## src/hdl/vrrp_pkg.sv

```systemverilog
// Shared types and codes for the VRRP router state machine.
`default_nettype none

package vrrp_pkg;

   localparam int INTERVAL_W = 16;
   localparam int CSR_INDEX_W = 3;
   localparam int CSR_DATA_W = 32;

   // command codes
   localparam logic [1:0] CMD_TICK     = 2'd0;
   localparam logic [1:0] CMD_ADVERT   = 2'd1;
   localparam logic [1:0] CMD_SHUTDOWN = 2'd2;

   // router state codes
   localparam logic [1:0] MODE_INIT     = 2'd0;
   localparam logic [1:0] MODE_BACKUP   = 2'd1;
   localparam logic [1:0] MODE_MASTER   = 2'd2;
   localparam logic [1:0] MODE_SHUTDOWN = 2'd3;

   localparam logic [7:0] OWNER_PRIORITY = 8'd255;
   localparam logic [7:0] LEAVING_PRIORITY = 8'd0;

   // register indexes
   localparam logic [CSR_INDEX_W-1:0] CSR_OWN_PRIORITY   = 3'd0;
   localparam logic [CSR_INDEX_W-1:0] CSR_PREEMPT_ENABLE = 3'd1;
   localparam logic [CSR_INDEX_W-1:0] CSR_OWN_ADDRESS    = 3'd2;
   localparam logic [CSR_INDEX_W-1:0] CSR_OWN_VRID       = 3'd3;
   localparam logic [CSR_INDEX_W-1:0] CSR_ADVERT_INT     = 3'd4;
   localparam logic [CSR_INDEX_W-1:0] CSR_MASTER_DOWN    = 3'd5;
   localparam logic [CSR_INDEX_W-1:0] CSR_SKEW_TICKS     = 3'd6;

   typedef struct packed {
      logic [7:0]            own_priority;
      logic                  preempt_enable;
      logic [31:0]           own_address;
      logic [7:0]            own_vrid;
      logic [INTERVAL_W-1:0] advert_interval;
      logic [INTERVAL_W-1:0] down_interval;
      logic [INTERVAL_W-1:0] skew_ticks;
   } cfg_type;

   localparam cfg_type CFG_RESET = '{
      own_priority:    8'd100,
      preempt_enable:  1'b1,
      own_address:     32'd0,
      own_vrid:        8'd1,
      advert_interval: 16'd100,
      down_interval:   16'd300,
      skew_ticks:      16'd60
   };

   typedef struct packed {
      logic [1:0]  command;
      logic [7:0]  rx_vrid;
      logic [7:0]  rx_priority;
      logic [31:0] rx_address;
      logic        auth_ok;
   } req_type;

   typedef struct packed {
      logic [1:0] router_state;
      logic       send_advert;
      logic [7:0] advert_priority;
      logic       send_gratuitous_arp;
      logic       arp_table_update;
   } rsp_type;

endpackage

`default_nettype wire

```

## src/hdl/vrrp_router_state_machine_core.sv

```systemverilog
// Top level of the VRRP router state machine: handshakes, registers, state.
//
// Usage:
//   req_* carries one beat per event: a tick, a received advertisement or a
//   shutdown request. Each beat yields exactly one rsp_* beat with the state
//   after the event and the actions to take (advertise, gratuitous ARP,
//   ARP table refresh). csr_* writes the seven configuration registers; write
//   them only while no beat is in flight.
//   A beat is captured in the input register when accepted, then moves to the
//   result register, from which it is presented on rsp_*.
//   Throughput: one beat per cycle while rsp_ready is high. The state and
//   countdown update in the same cycle the beat moves from the input register
//   to the result register, so the next beat sees them at once.
//   Reset: synchronous, active high. State returns to init, the countdown to
//   zero, configuration registers to defaults, both pipeline stages empty.
//   Stall: while rsp_ready is low the result holds; the input register still
//   takes one more beat, then req_ready drops until the result is taken.
`default_nettype none

module vrrp_router_state_machine_core #(
   parameter int TIMER_BITS = 16
) (
   input  logic        clock,
   input  logic        reset,

   input  logic        req_valid,
   output logic        req_ready,
   input  logic [1:0]  req_command,
   input  logic [7:0]  req_rx_vrid,
   input  logic [7:0]  req_rx_priority,
   input  logic [31:0] req_rx_address,
   input  logic        req_auth_ok,

   output logic        rsp_valid,
   input  logic        rsp_ready,
   output logic [1:0]  rsp_router_state,
   output logic        rsp_send_advert,
   output logic [7:0]  rsp_advert_priority,
   output logic        rsp_send_gratuitous_arp,
   output logic        rsp_arp_table_update,

   input  logic        csr_we,
   input  logic [vrrp_pkg::CSR_INDEX_W-1:0] csr_index,
   input  logic [vrrp_pkg::CSR_DATA_W-1:0]  csr_wdata
);
   import vrrp_pkg::*;

   cfg_type               cfg_ff, cfg_in;
   logic                  s1_valid_ff, s1_valid_in;
   req_type               s1_item_ff, s1_item_in;
   logic                  rsp_valid_ff, rsp_valid_in;
   rsp_type               rsp_ff, rsp_in;
   logic [1:0]            mode_ff, mode_in;
   logic [TIMER_BITS-1:0] countdown_ff, countdown_in;

   logic                  req_fire;
   logic                  out_free;
   logic                  s1_fire;
   logic [1:0]            mode_calc;
   logic [TIMER_BITS-1:0] countdown_calc;
   rsp_type               rsp_calc;

   always_comb begin
      cfg_in = cfg_ff;
      if (csr_we) begin
         case (csr_index)
            CSR_OWN_PRIORITY:   cfg_in.own_priority = csr_wdata[7:0];
            CSR_PREEMPT_ENABLE: cfg_in.preempt_enable = csr_wdata[0];
            CSR_OWN_ADDRESS:    cfg_in.own_address = csr_wdata[31:0];
            CSR_OWN_VRID:       cfg_in.own_vrid = csr_wdata[7:0];
            CSR_ADVERT_INT:     cfg_in.advert_interval = csr_wdata[INTERVAL_W-1:0];
            CSR_MASTER_DOWN:    cfg_in.down_interval = csr_wdata[INTERVAL_W-1:0];
            CSR_SKEW_TICKS:     cfg_in.skew_ticks = csr_wdata[INTERVAL_W-1:0];
            default: begin
            end
         endcase
      end
   end

   assign out_free  = !rsp_valid_ff || rsp_ready;
   assign s1_fire   = s1_valid_ff && out_free;
   assign req_ready = !s1_valid_ff || out_free;
   assign req_fire  = req_valid && req_ready;

   vrrp_sm_next #(
      .TIMER_BITS(TIMER_BITS)
   ) u_next (
      .cfg            (cfg_ff),
      .item           (s1_item_ff),
      .mode           (mode_ff),
      .countdown      (countdown_ff),
      .mode_next      (mode_calc),
      .countdown_next (countdown_calc),
      .rsp            (rsp_calc)
   );

   always_comb begin
      s1_item_in = s1_item_ff;
      if (req_fire) begin
         s1_item_in = '{
            command:     req_command,
            rx_vrid:     req_rx_vrid,
            rx_priority: req_rx_priority,
            rx_address:  req_rx_address,
            auth_ok:     req_auth_ok
         };
      end
      s1_valid_in = req_fire ? 1'b1 : (s1_fire ? 1'b0 : s1_valid_ff);
      rsp_valid_in = s1_fire ? 1'b1 : (rsp_ready ? 1'b0 : rsp_valid_ff);
      rsp_in       = s1_fire ? rsp_calc : rsp_ff;
      mode_in      = s1_fire ? mode_calc : mode_ff;
      countdown_in = s1_fire ? countdown_calc : countdown_ff;
   end

   always_ff @(posedge clock) begin
      if (reset) begin
         cfg_ff       <= CFG_RESET;
         s1_valid_ff  <= 1'b0;
         rsp_valid_ff <= 1'b0;
         mode_ff      <= MODE_INIT;
         countdown_ff <= '0;
      end else begin
         cfg_ff       <= cfg_in;
         s1_valid_ff  <= s1_valid_in;
         rsp_valid_ff <= rsp_valid_in;
         mode_ff      <= mode_in;
         countdown_ff <= countdown_in;
      end
   end

   always_ff @(posedge clock) begin
      s1_item_ff <= s1_item_in;
      rsp_ff     <= rsp_in;
   end

   assign rsp_valid               = rsp_valid_ff;
   assign rsp_router_state        = rsp_ff.router_state;
   assign rsp_send_advert         = rsp_ff.send_advert;
   assign rsp_advert_priority     = rsp_ff.advert_priority;
   assign rsp_send_gratuitous_arp = rsp_ff.send_gratuitous_arp;
   assign rsp_arp_table_update    = rsp_ff.arp_table_update;

   // a takeover always lands in master with an ARP refresh
   a_garp_master: assert property (@(posedge clock) disable iff (reset)
      rsp_valid_ff && rsp_ff.send_gratuitous_arp |->
         (rsp_ff.router_state == MODE_MASTER) && rsp_ff.arp_table_update)
      else $error("gratuitous ARP without becoming master");

   // priority field is zero unless an advertisement goes out
   a_prio_idle: assert property (@(posedge clock) disable iff (reset)
      rsp_valid_ff && !rsp_ff.send_advert |-> rsp_ff.advert_priority == 8'd0)
      else $error("advert priority set without an advertisement");

   // shutdown is sticky until reset
   a_shutdown_sticky: assert property (@(posedge clock) disable iff (reset)
      mode_ff == MODE_SHUTDOWN |=> mode_ff == MODE_SHUTDOWN)
      else $error("left shutdown state without reset");

   // result register reflects the state just committed
   a_rsp_state: assert property (@(posedge clock) disable iff (reset)
      s1_fire |=> rsp_valid_ff && (rsp_ff.router_state == mode_ff))
      else $error("result state disagrees with stored state");

endmodule

`default_nettype wire

```

## src/hdl/vrrp_sm_next.sv

```systemverilog
// Next-state and action logic for one beat of the VRRP router state machine.
`default_nettype none

module vrrp_sm_next #(
   parameter int TIMER_BITS = 16
) (
   input  vrrp_pkg::cfg_type  cfg,
   input  vrrp_pkg::req_type  item,
   input  logic [1:0]         mode,
   input  logic [TIMER_BITS-1:0] countdown,
   output logic [1:0]         mode_next,
   output logic [TIMER_BITS-1:0] countdown_next,
   output vrrp_pkg::rsp_type  rsp
);
   import vrrp_pkg::*;

   localparam int LOAD_W = (TIMER_BITS > INTERVAL_W) ? TIMER_BITS : INTERVAL_W;
   localparam logic [LOAD_W-1:0] TIMER_MAX = LOAD_W'({TIMER_BITS{1'b1}});

   // intervals wider than the countdown saturate
   function automatic logic [TIMER_BITS-1:0] timer_load(input logic [INTERVAL_W-1:0] v);
      logic [LOAD_W-1:0] ext;
      ext = LOAD_W'(v);
      if (ext > TIMER_MAX) begin
         timer_load = {TIMER_BITS{1'b1}};
      end else begin
         timer_load = TIMER_BITS'(ext);
      end
   endfunction

   logic [TIMER_BITS-1:0] load_advert;
   logic [TIMER_BITS-1:0] load_down;
   logic [TIMER_BITS-1:0] load_skew;
   logic                  active;
   logic                  adv_counts;
   logic                  expire;
   logic                  master_loses;

   assign load_advert = timer_load(cfg.advert_interval);
   assign load_down   = timer_load(cfg.down_interval);
   assign load_skew   = timer_load(cfg.skew_ticks);

   assign active = (mode == MODE_BACKUP) || (mode == MODE_MASTER);
   assign adv_counts = item.auth_ok && (item.rx_vrid == cfg.own_vrid) && active;
   assign master_loses = (item.rx_priority != LEAVING_PRIORITY) &&
                         ((item.rx_priority > cfg.own_priority) ||
                          ((item.rx_priority == cfg.own_priority) &&
                           (item.rx_address > cfg.own_address)));

   always_comb begin
      mode_next      = mode;
      countdown_next = countdown;
      expire         = 1'b0;
      rsp            = '0;
      case (item.command)
         CMD_TICK: begin
            if (mode == MODE_INIT) begin
               if (cfg.own_priority == OWNER_PRIORITY) begin
                  expire = 1'b1;
               end else begin
                  mode_next      = MODE_BACKUP;
                  countdown_next = load_down;
               end
            end else if (active) begin
               if (countdown <= TIMER_BITS'(1)) begin
                  expire = 1'b1;
               end else begin
                  countdown_next = countdown - TIMER_BITS'(1);
               end
            end
            if (expire) begin
               rsp.send_advert     = 1'b1;
               rsp.advert_priority = cfg.own_priority;
               countdown_next      = load_advert;
               if (mode != MODE_MASTER) begin
                  mode_next               = MODE_MASTER;
                  rsp.send_gratuitous_arp = 1'b1;
                  rsp.arp_table_update    = 1'b1;
               end
            end
         end
         CMD_ADVERT: begin
            if (adv_counts) begin
               countdown_next = '0;
               if (mode == MODE_BACKUP) begin
                  if (item.rx_priority == LEAVING_PRIORITY) begin
                     countdown_next = load_skew;
                  end else if (!cfg.preempt_enable ||
                               (item.rx_priority >= cfg.own_priority)) begin
                     countdown_next = load_down;
                  end
               end else if (master_loses) begin
                  mode_next      = MODE_BACKUP;
                  countdown_next = load_down;
               end
            end
         end
         CMD_SHUTDOWN: begin
            if (mode == MODE_MASTER) begin
               rsp.send_advert      = 1'b1;
               rsp.advert_priority  = LEAVING_PRIORITY;
               rsp.arp_table_update = 1'b1;
            end
            mode_next = MODE_SHUTDOWN;
         end
         default: begin
         end
      endcase
      rsp.router_state = mode_next;
   end

endmodule

`default_nettype wire

```

## config.mk

```make
export PLATFORM = sky130hd
export DESIGN_NAME = vrrp_router_state_machine_core
export DESIGN_NICKNAME = d
export VERILOG_FILES = /design/src/hdl/vrrp_pkg.sv /design/src/hdl/vrrp_router_state_machine_core.sv /design/src/hdl/vrrp_sm_next.sv
export SDC_FILE = /design/constraint.sdc
export NUM_CORES = 1
export LEC_CHECK = 0
export BUFFER_PORTS_ARGS = -buffer_cell sky130_fd_sc_hd__buf_2
export CAP_MARGIN = 20
export CORE_UTILIZATION = 50
export DETAILED_ROUTE_END_ITERATION = 7
export PLACE_DENSITY_LB_ADDON = 0.1
export SYNTH_ARGS = -nofsm -noshare
export SYNTH_HDL_FRONTEND = slang
export SYNTH_SLANG_ARGS = --single-unit
```

## constraint.sdc

```tcl
create_clock -name clock -period 6.8 [get_ports clock]
set_input_delay 1.36 -clock clock [delete_from_list [all_inputs] [get_ports clock]]
set_output_delay 1.36 -clock clock [all_outputs]
set_load 0.02 [all_outputs]
```

# Word-level counts from Yosys, hierarchy flattened
# Cells that the tools add are included.
# W data, S select, Z words.
# totals
register_bits	181
out_inout_bits	15
# op_classes
reduce_logical	31
n_addsub	1
n_lt_le_gt_ge	7
n_mux	37
n_eq_ne	18
# op_table
cell	count
$mux W16	13
$gt A16 B16 Y1 const B	3
$gt A32 B32 Y1	1
$pmux W16 S2	1
$pmux W9 S2	1
$eq A8 B8 Y1	2
$le A16 B1 Y1 const B	1
$mux W2	8
$reduce_and A2 Y1	8
$sub A16 B1 Y16 const B	1
$mux W11	1
$mux W1	10
$eq A3 B3 Y1 const B	3
$mux W9	1
$eq A8 B8 Y1 const B	1
$ge A8 B8 Y1	1
$gt A8 B8 Y1	1
$logic_not A8 Y1	1
$reduce_bool A8 Y1	1
$eq A3 B2 Y1 const B	2
$logic_and A1 B1 Y1	6
$pmux W2 S3	1
$reduce_and A6 Y1	1
$reduce_bool A2 Y1	3
other kinds (13)	22

# Longest topological paths before layout
# logic_depth
depth_word	8
mapped_depth	12
ltp_nobuf	9

# Modules after synthesis
# From an unflattened synthesis, not the netlist that was laid out.
# hier_totals
cells_unflattened	1004
area_unflattened_um2	9091.2
# modules_own_cells
module	n_inst	cells_each	seq_area_each_um2	area_per_inst_um2
vrrp_router_state_machine_core	1	573	4264.1	6233.5
vrrp_sm_next	1	431	0.0	2857.7

# Worst setup path after synthesis
# Ideal clock, no wire load.
# synth_timing
path_type	input -> register
from	in rsp_ready
to	reg s1_item_ff[0] (netlist bit), enable pin
arrival_ns	2.879
setup_ns	0.414
path_buffers	0
path_stages	3
path_slack_ns	3.507
required_ns	6.386
path_cell_list	nor2b_1 -> nand2_1 -> and2_1
# synth_between
elab_chain_len	3
# synth_rtl
element	line_no	rtl
start: declaration	vrrp_router_state_machine_core.sv:35	input logic rsp_ready,
$logic_or A1 B1 Y1	vrrp_router_state_machine_core.sv:80	assign out_free = !rsp_valid_ff || rsp_ready;
$logic_or A1 B1 Y1	vrrp_router_state_machine_core.sv:82	assign req_ready = !s1_valid_ff || out_free;
named net req_ready	vrrp_router_state_machine_core.sv:27	output logic req_ready,
$logic_and A1 B1 Y1	vrrp_router_state_machine_core.sv:83	assign req_fire = req_valid && req_ready;
named net req_fire	vrrp_router_state_machine_core.sv:56	logic req_fire;
end signal: assignment	vrrp_router_state_machine_core.sv:132	s1_item_ff <= s1_item_in;
end: declaration	vrrp_router_state_machine_core.sv:50	req_type s1_item_ff, s1_item_in;
# The timed path passes the listed nets, and every way through them passes these cells.
# A chain may end at the register's enable or synchronous reset.

# Worst setup path after layout
# layout_timing
from	reg mode_ff[0]
to	reg countdown_ff[0]
# layout_between
elab_chain_len	7
word_cells_on_any_way	18
classes_between	eq/ne (6); mux (8); reduce/logical (4)
# layout_rtl
element	line_no	rtl
start: declaration	vrrp_router_state_machine_core.sv:53	logic [1:0] mode_ff, mode_in;
start signal: assignment	vrrp_router_state_machine_core.sv:126	mode_ff <= mode_in;
$eq A2 B1 Y1 or $eq A2 B2 Y1 (tied branches)	vrrp_sm_next.sv:43, vrrp_sm_next.sv:85	
$logic_or A1 B1 Y1	vrrp_sm_next.sv:43	assign active = (mode == MODE_BACKUP) || (mode == MODE_MASTER);
$mux W1	vrrp_sm_next.sv:64	end else if (active) begin
$mux W1	vrrp_sm_next.sv:57	if (mode == MODE_INIT) begin
$mux W1	vrrp_sm_next.sv:55	case (item.command)
$ne A4 B1 Y1 (no source line) (tied with other cells)	n/a	
$reduce_and A6 Y1 (no source line) or $pmux W16 S2 (tied branches)	n/a	
end signal: assignment	vrrp_router_state_machine_core.sv:127	countdown_ff <= countdown_in;
end: declaration	vrrp_router_state_machine_core.sv:54	logic [TIMER_BITS-1:0] countdown_ff, countdown_in;
# Several ways; a longest one is shown, not always the timed one. The select of a mux whose other input is x is not followed.

==> qor.csv <==
metric;value;unit
slew_viol_final;0;
worst_slew_pin_slew;1.01;ns
crit_required;7.13;ns
path_max_fanout;20;
syn_area;8600;µm²
diodes;0;
rsz0062_at_grt;no;
synth-seq-area-share;49.6;%
synth_edf_count;64;
wire_per_inst;16.5;µm
fin_crit_sh;49.4;%
power.density;244;nW/µm²
h-tree-depth;4;
arrival;3.69;ns
grt_first_pass_wirelength;33.7;mm
hold_start;cfg_ff[77]$_SDFFE_PP0P_;
grt_pass1_vias;6413;
clk_path_buf_depth;2;
drt_iter0_markers;463;
vias;6958;
cts_hold_buf;0;
drive_above_1_share;15.4;%
irDropWorstVdd;0.192;mV
r2r_end;countdown_ff[0]$_SDFFE_PP0P_;
synth_cell_types;62;
maxSlewHeadroom;32.2;%
viasPerCell;5.48;
power.leakage;3.77;nW
fmax;297;MHz
async_flop_share;0;%
dieHeight;133;µm
die_area;17700;µm²
start_util;51.5;%
worst_hold_path.num_cells;2;
ant_nets;0;
crit_type;reg -> reg;
die_x;133;µm
cap_violations;0;
postCtsSetupBuffers;0;
start_kind;flop;
port_buffers;105;
syn_nets;1090;
setup_viol_count_final;0;
ioPinCount;106;
clock_latency;0.44;ns
cts_sinks;181;
first_pass_iters;5;
fin_crit;3.36;ns
hold_class;reg -> reg;
syn_avg_cell_area;9.02;µm²
gr-total-overflow;0;
hold_path_end;cfg_ff[77]$_SDFFE_PP0P_;
cts_tree;built;
track_usage;24.7;%
antenna_found_initial;4;
crit_path_end_kind;flop;
skew;0.0101;ns
synth-seq-cells;181;
dp_hpwl;14.6;mm
cts_resized;0;
timing.hold.ws;0.455;ns
tns;0;ns
post-route-drc-count;0;
clk_pin_slew;0.06;ns
grt_start_max_net_pins;94;
drt_wl_total;21.0;mm
netlist_instances;953;
fillCellCount;1511;
cts_root_buffer;clkbuf_16;
synth_warnings;0;
nets;1174;
hold_viol;0;
gp_congestion;0.847;
worstRegToRegCells;10;
reg2reg_from;mode_ff[0]$_SDFFE_PP0P_;
numCtsBuffers;17;
core;16700;µm²
r2r_slack;3.44;ns
row_count;47;
status;finished, final reports clean;
synth_ff_type;dfxtp_1;
area_growth;15.0;%
==> cells by family after synthesis <==
kind of cell | Yosys count | synth area share, %
adder cells (fa/ha/maj) | 46 | 6.69
AO/OA/AOI/OAI | 198 | 14.2
flip-flops | 181 | 49.6
buffers and inverters | 102 | 4.80
XOR/XNOR | 17 | 1.73
AND/OR/NAND/NOR | 394 | 21.2
multiplexers | 15 | 1.75
==> stage by stage <==
step                      power, mW  utilization (%)  setup slack, ns  std cells  cell area [µm²]
after global routing           2.50             59.2             3.08       1270             9880
after floorplan                1.36                -             3.51        953             8600
after detailed placement       1.44             55.6             3.33       1237             9280
after CTS                      2.42             59.1             3.34       1269             9870
after global placement         1.44             55.4             3.48       1236             9260
final                          2.41             59.2             3.44       1270             9880
==> layout make-up <==
class | count | area, µm² | area share (%)
tap | 220 | 275 | 2.78
inverter | 51 | 191 | 1.94
sequential | 181 | 4260 | 43.1
clock inverter | 10 | 90.1 | 0.911
multi-input combinational | 670 | 3930 | 39.7
clock buffer | 22 | 500 | 5.06
timing repair buffer | 116 | 634 | 6.42
==> power breakdown <==
part / total (mW) / leakage, nW / switching, mW / internal (mW)
Clock: 0.990 / 0.296 / 0.427 / 0.564
Combinational: 0.235 / 1.89 / 0.143 / 0.0914
Sequential: 1.18 / 1.58 / 0.0237 / 1.16
Total: 2.41 / 3.77 / 0.593 / 1.82
==> cell usage in the layout, fill, tap and decap left out, types with 3 or more instances in the layout <==
cell | Yosys | routed
a2111oi_0 | 8 | 8
a2111oi_1 | 4 | 4
a211o_1 | 4 | 4
a211oi_1 | 8 | 8
a21o_1 | 4 | 4
a21oi_1 | 103 | 103
a221oi_1 | 5 | 5
a31oi_1 | 11 | 11
and3_1 | 11 | 11
buf_2 | 6 | 104
buf_4 | 0 | 10
clkbuf_16 | 0 | 19
dfxtp_1 | 117 | 117
edfxtp_1 | 64 | 64
ha_1 | 46 | 46
inv_1 | 50 | 50
inv_4 | 0 | 4
mux2i_1 | 15 | 15
nand2_1 | 229 | 229
nand2b_1 | 4 | 4
nand3_1 | 15 | 15
nand3b_1 | 13 | 13
nand4_1 | 20 | 20
nor2_1 | 50 | 49
nor2b_1 | 7 | 7
nor3_1 | 12 | 12
nor3b_1 | 3 | 3
nor4_1 | 3 | 3
o211ai_1 | 6 | 6
o21ai_0 | 21 | 21
o31ai_1 | 5 | 5
or3_1 | 6 | 6
or4_1 | 7 | 7
xnor2_1 | 6 | 6
xor2_1 | 11 | 11
==> sequential cells by signal, summed over array words and instances, names as in the netlist <==
| register | count |
|---|---|
| cfg_ff | 97 |
| countdown_ff | 16 |
| mode_ff | 2 |
| rsp_advert_priority | 8 |
| rsp_arp_table_update | 1 |
| rsp_router_state | 2 |
| rsp_send_advert | 1 |
| rsp_send_gratuitous_arp | 1 |
| rsp_valid | 1 |
| s1_item_ff | 51 |
| s1_valid_ff | 1 |
==> Yosys cell counts (7+ instances only) <==
cell type | instances | share of area (%)
and3_1 | 11 | 0.80
or4_1 | 7 | 0.61
nand3_1 | 15 | 0.87
mux2i_1 | 15 | 1.7
inv_1 | 50 | 2.2
nor3_1 | 12 | 0.70
nand2_1 | 229 | 10
xor2_1 | 11 | 1.1
nor2b_1 | 7 | 0.51
nor2_1 | 50 | 2.2
ha_1 | 46 | 6.7
a211oi_1 | 8 | 0.70
a21oi_1 | 103 | 6.0
o21ai_0 | 21 | 1.2
nand4_1 | 20 | 1.5
a31oi_1 | 11 | 0.80
dfxtp_1 | 117 | 27
clkbuf_1 | 41 | 1.8
edfxtp_1 | 64 | 22
a2111oi_0 | 8 | 0.81
nand3b_1 | 13 | 1.1
==> worst max path at each step <==
stage / from / endpoint / slack (ns) / cells after the start
after floorplan: rsp_ready / s1_item_ff[0]$_DFFE_PP_ / 3.51 / 3
after CTS: mode_ff[0]$_SDFFE_PP0P_ / countdown_ff[10]$_SDFFE_PP0P_ / 3.34 / 7
after global placement: rsp_ready / req_ready / 3.48 / 4
after detailed placement: mode_ff[0]$_SDFFE_PP0P_ / countdown_ff[5]$_SDFFE_PP0P_ / 3.33 / 8
final: mode_ff[0]$_SDFFE_PP0P_ / countdown_ff[0]$_SDFFE_PP0P_ / 3.44 / 10
after global routing: mode_ff[0]$_SDFFE_PP0P_ / countdown_ff[0]$_SDFFE_PP0P_ / 3.08 / 10
==> routing by layer <==
metal  wire length [µm]  GRT usage (%)  vias to the layer above  part of all wire (%)
met2               9280           37.8                      174                    44
met3               1040           4.87                       32                   4.9
met5                 34              0                        -                  0.16
met1              10200           34.7                     3231                    49
met4                417           8.84                        6                   2.0
li1                   -              -                     3515                     -
==> worst max-delay path, stage by stage, from the launching register on <==
cell,delay [ns]
dfxtp_1,0.34
inv_1,0.11
ha_1,0.53
clkinv_1,0.64
nor3_1,0.47
o21bai_2,0.33
buf_6,0.26
nand2_1,0.09
o31ai_1,0.07
a221oi_1,0.11
a221oi_1,0.30
Note: power is estimated with default switching activity, not from simulation.
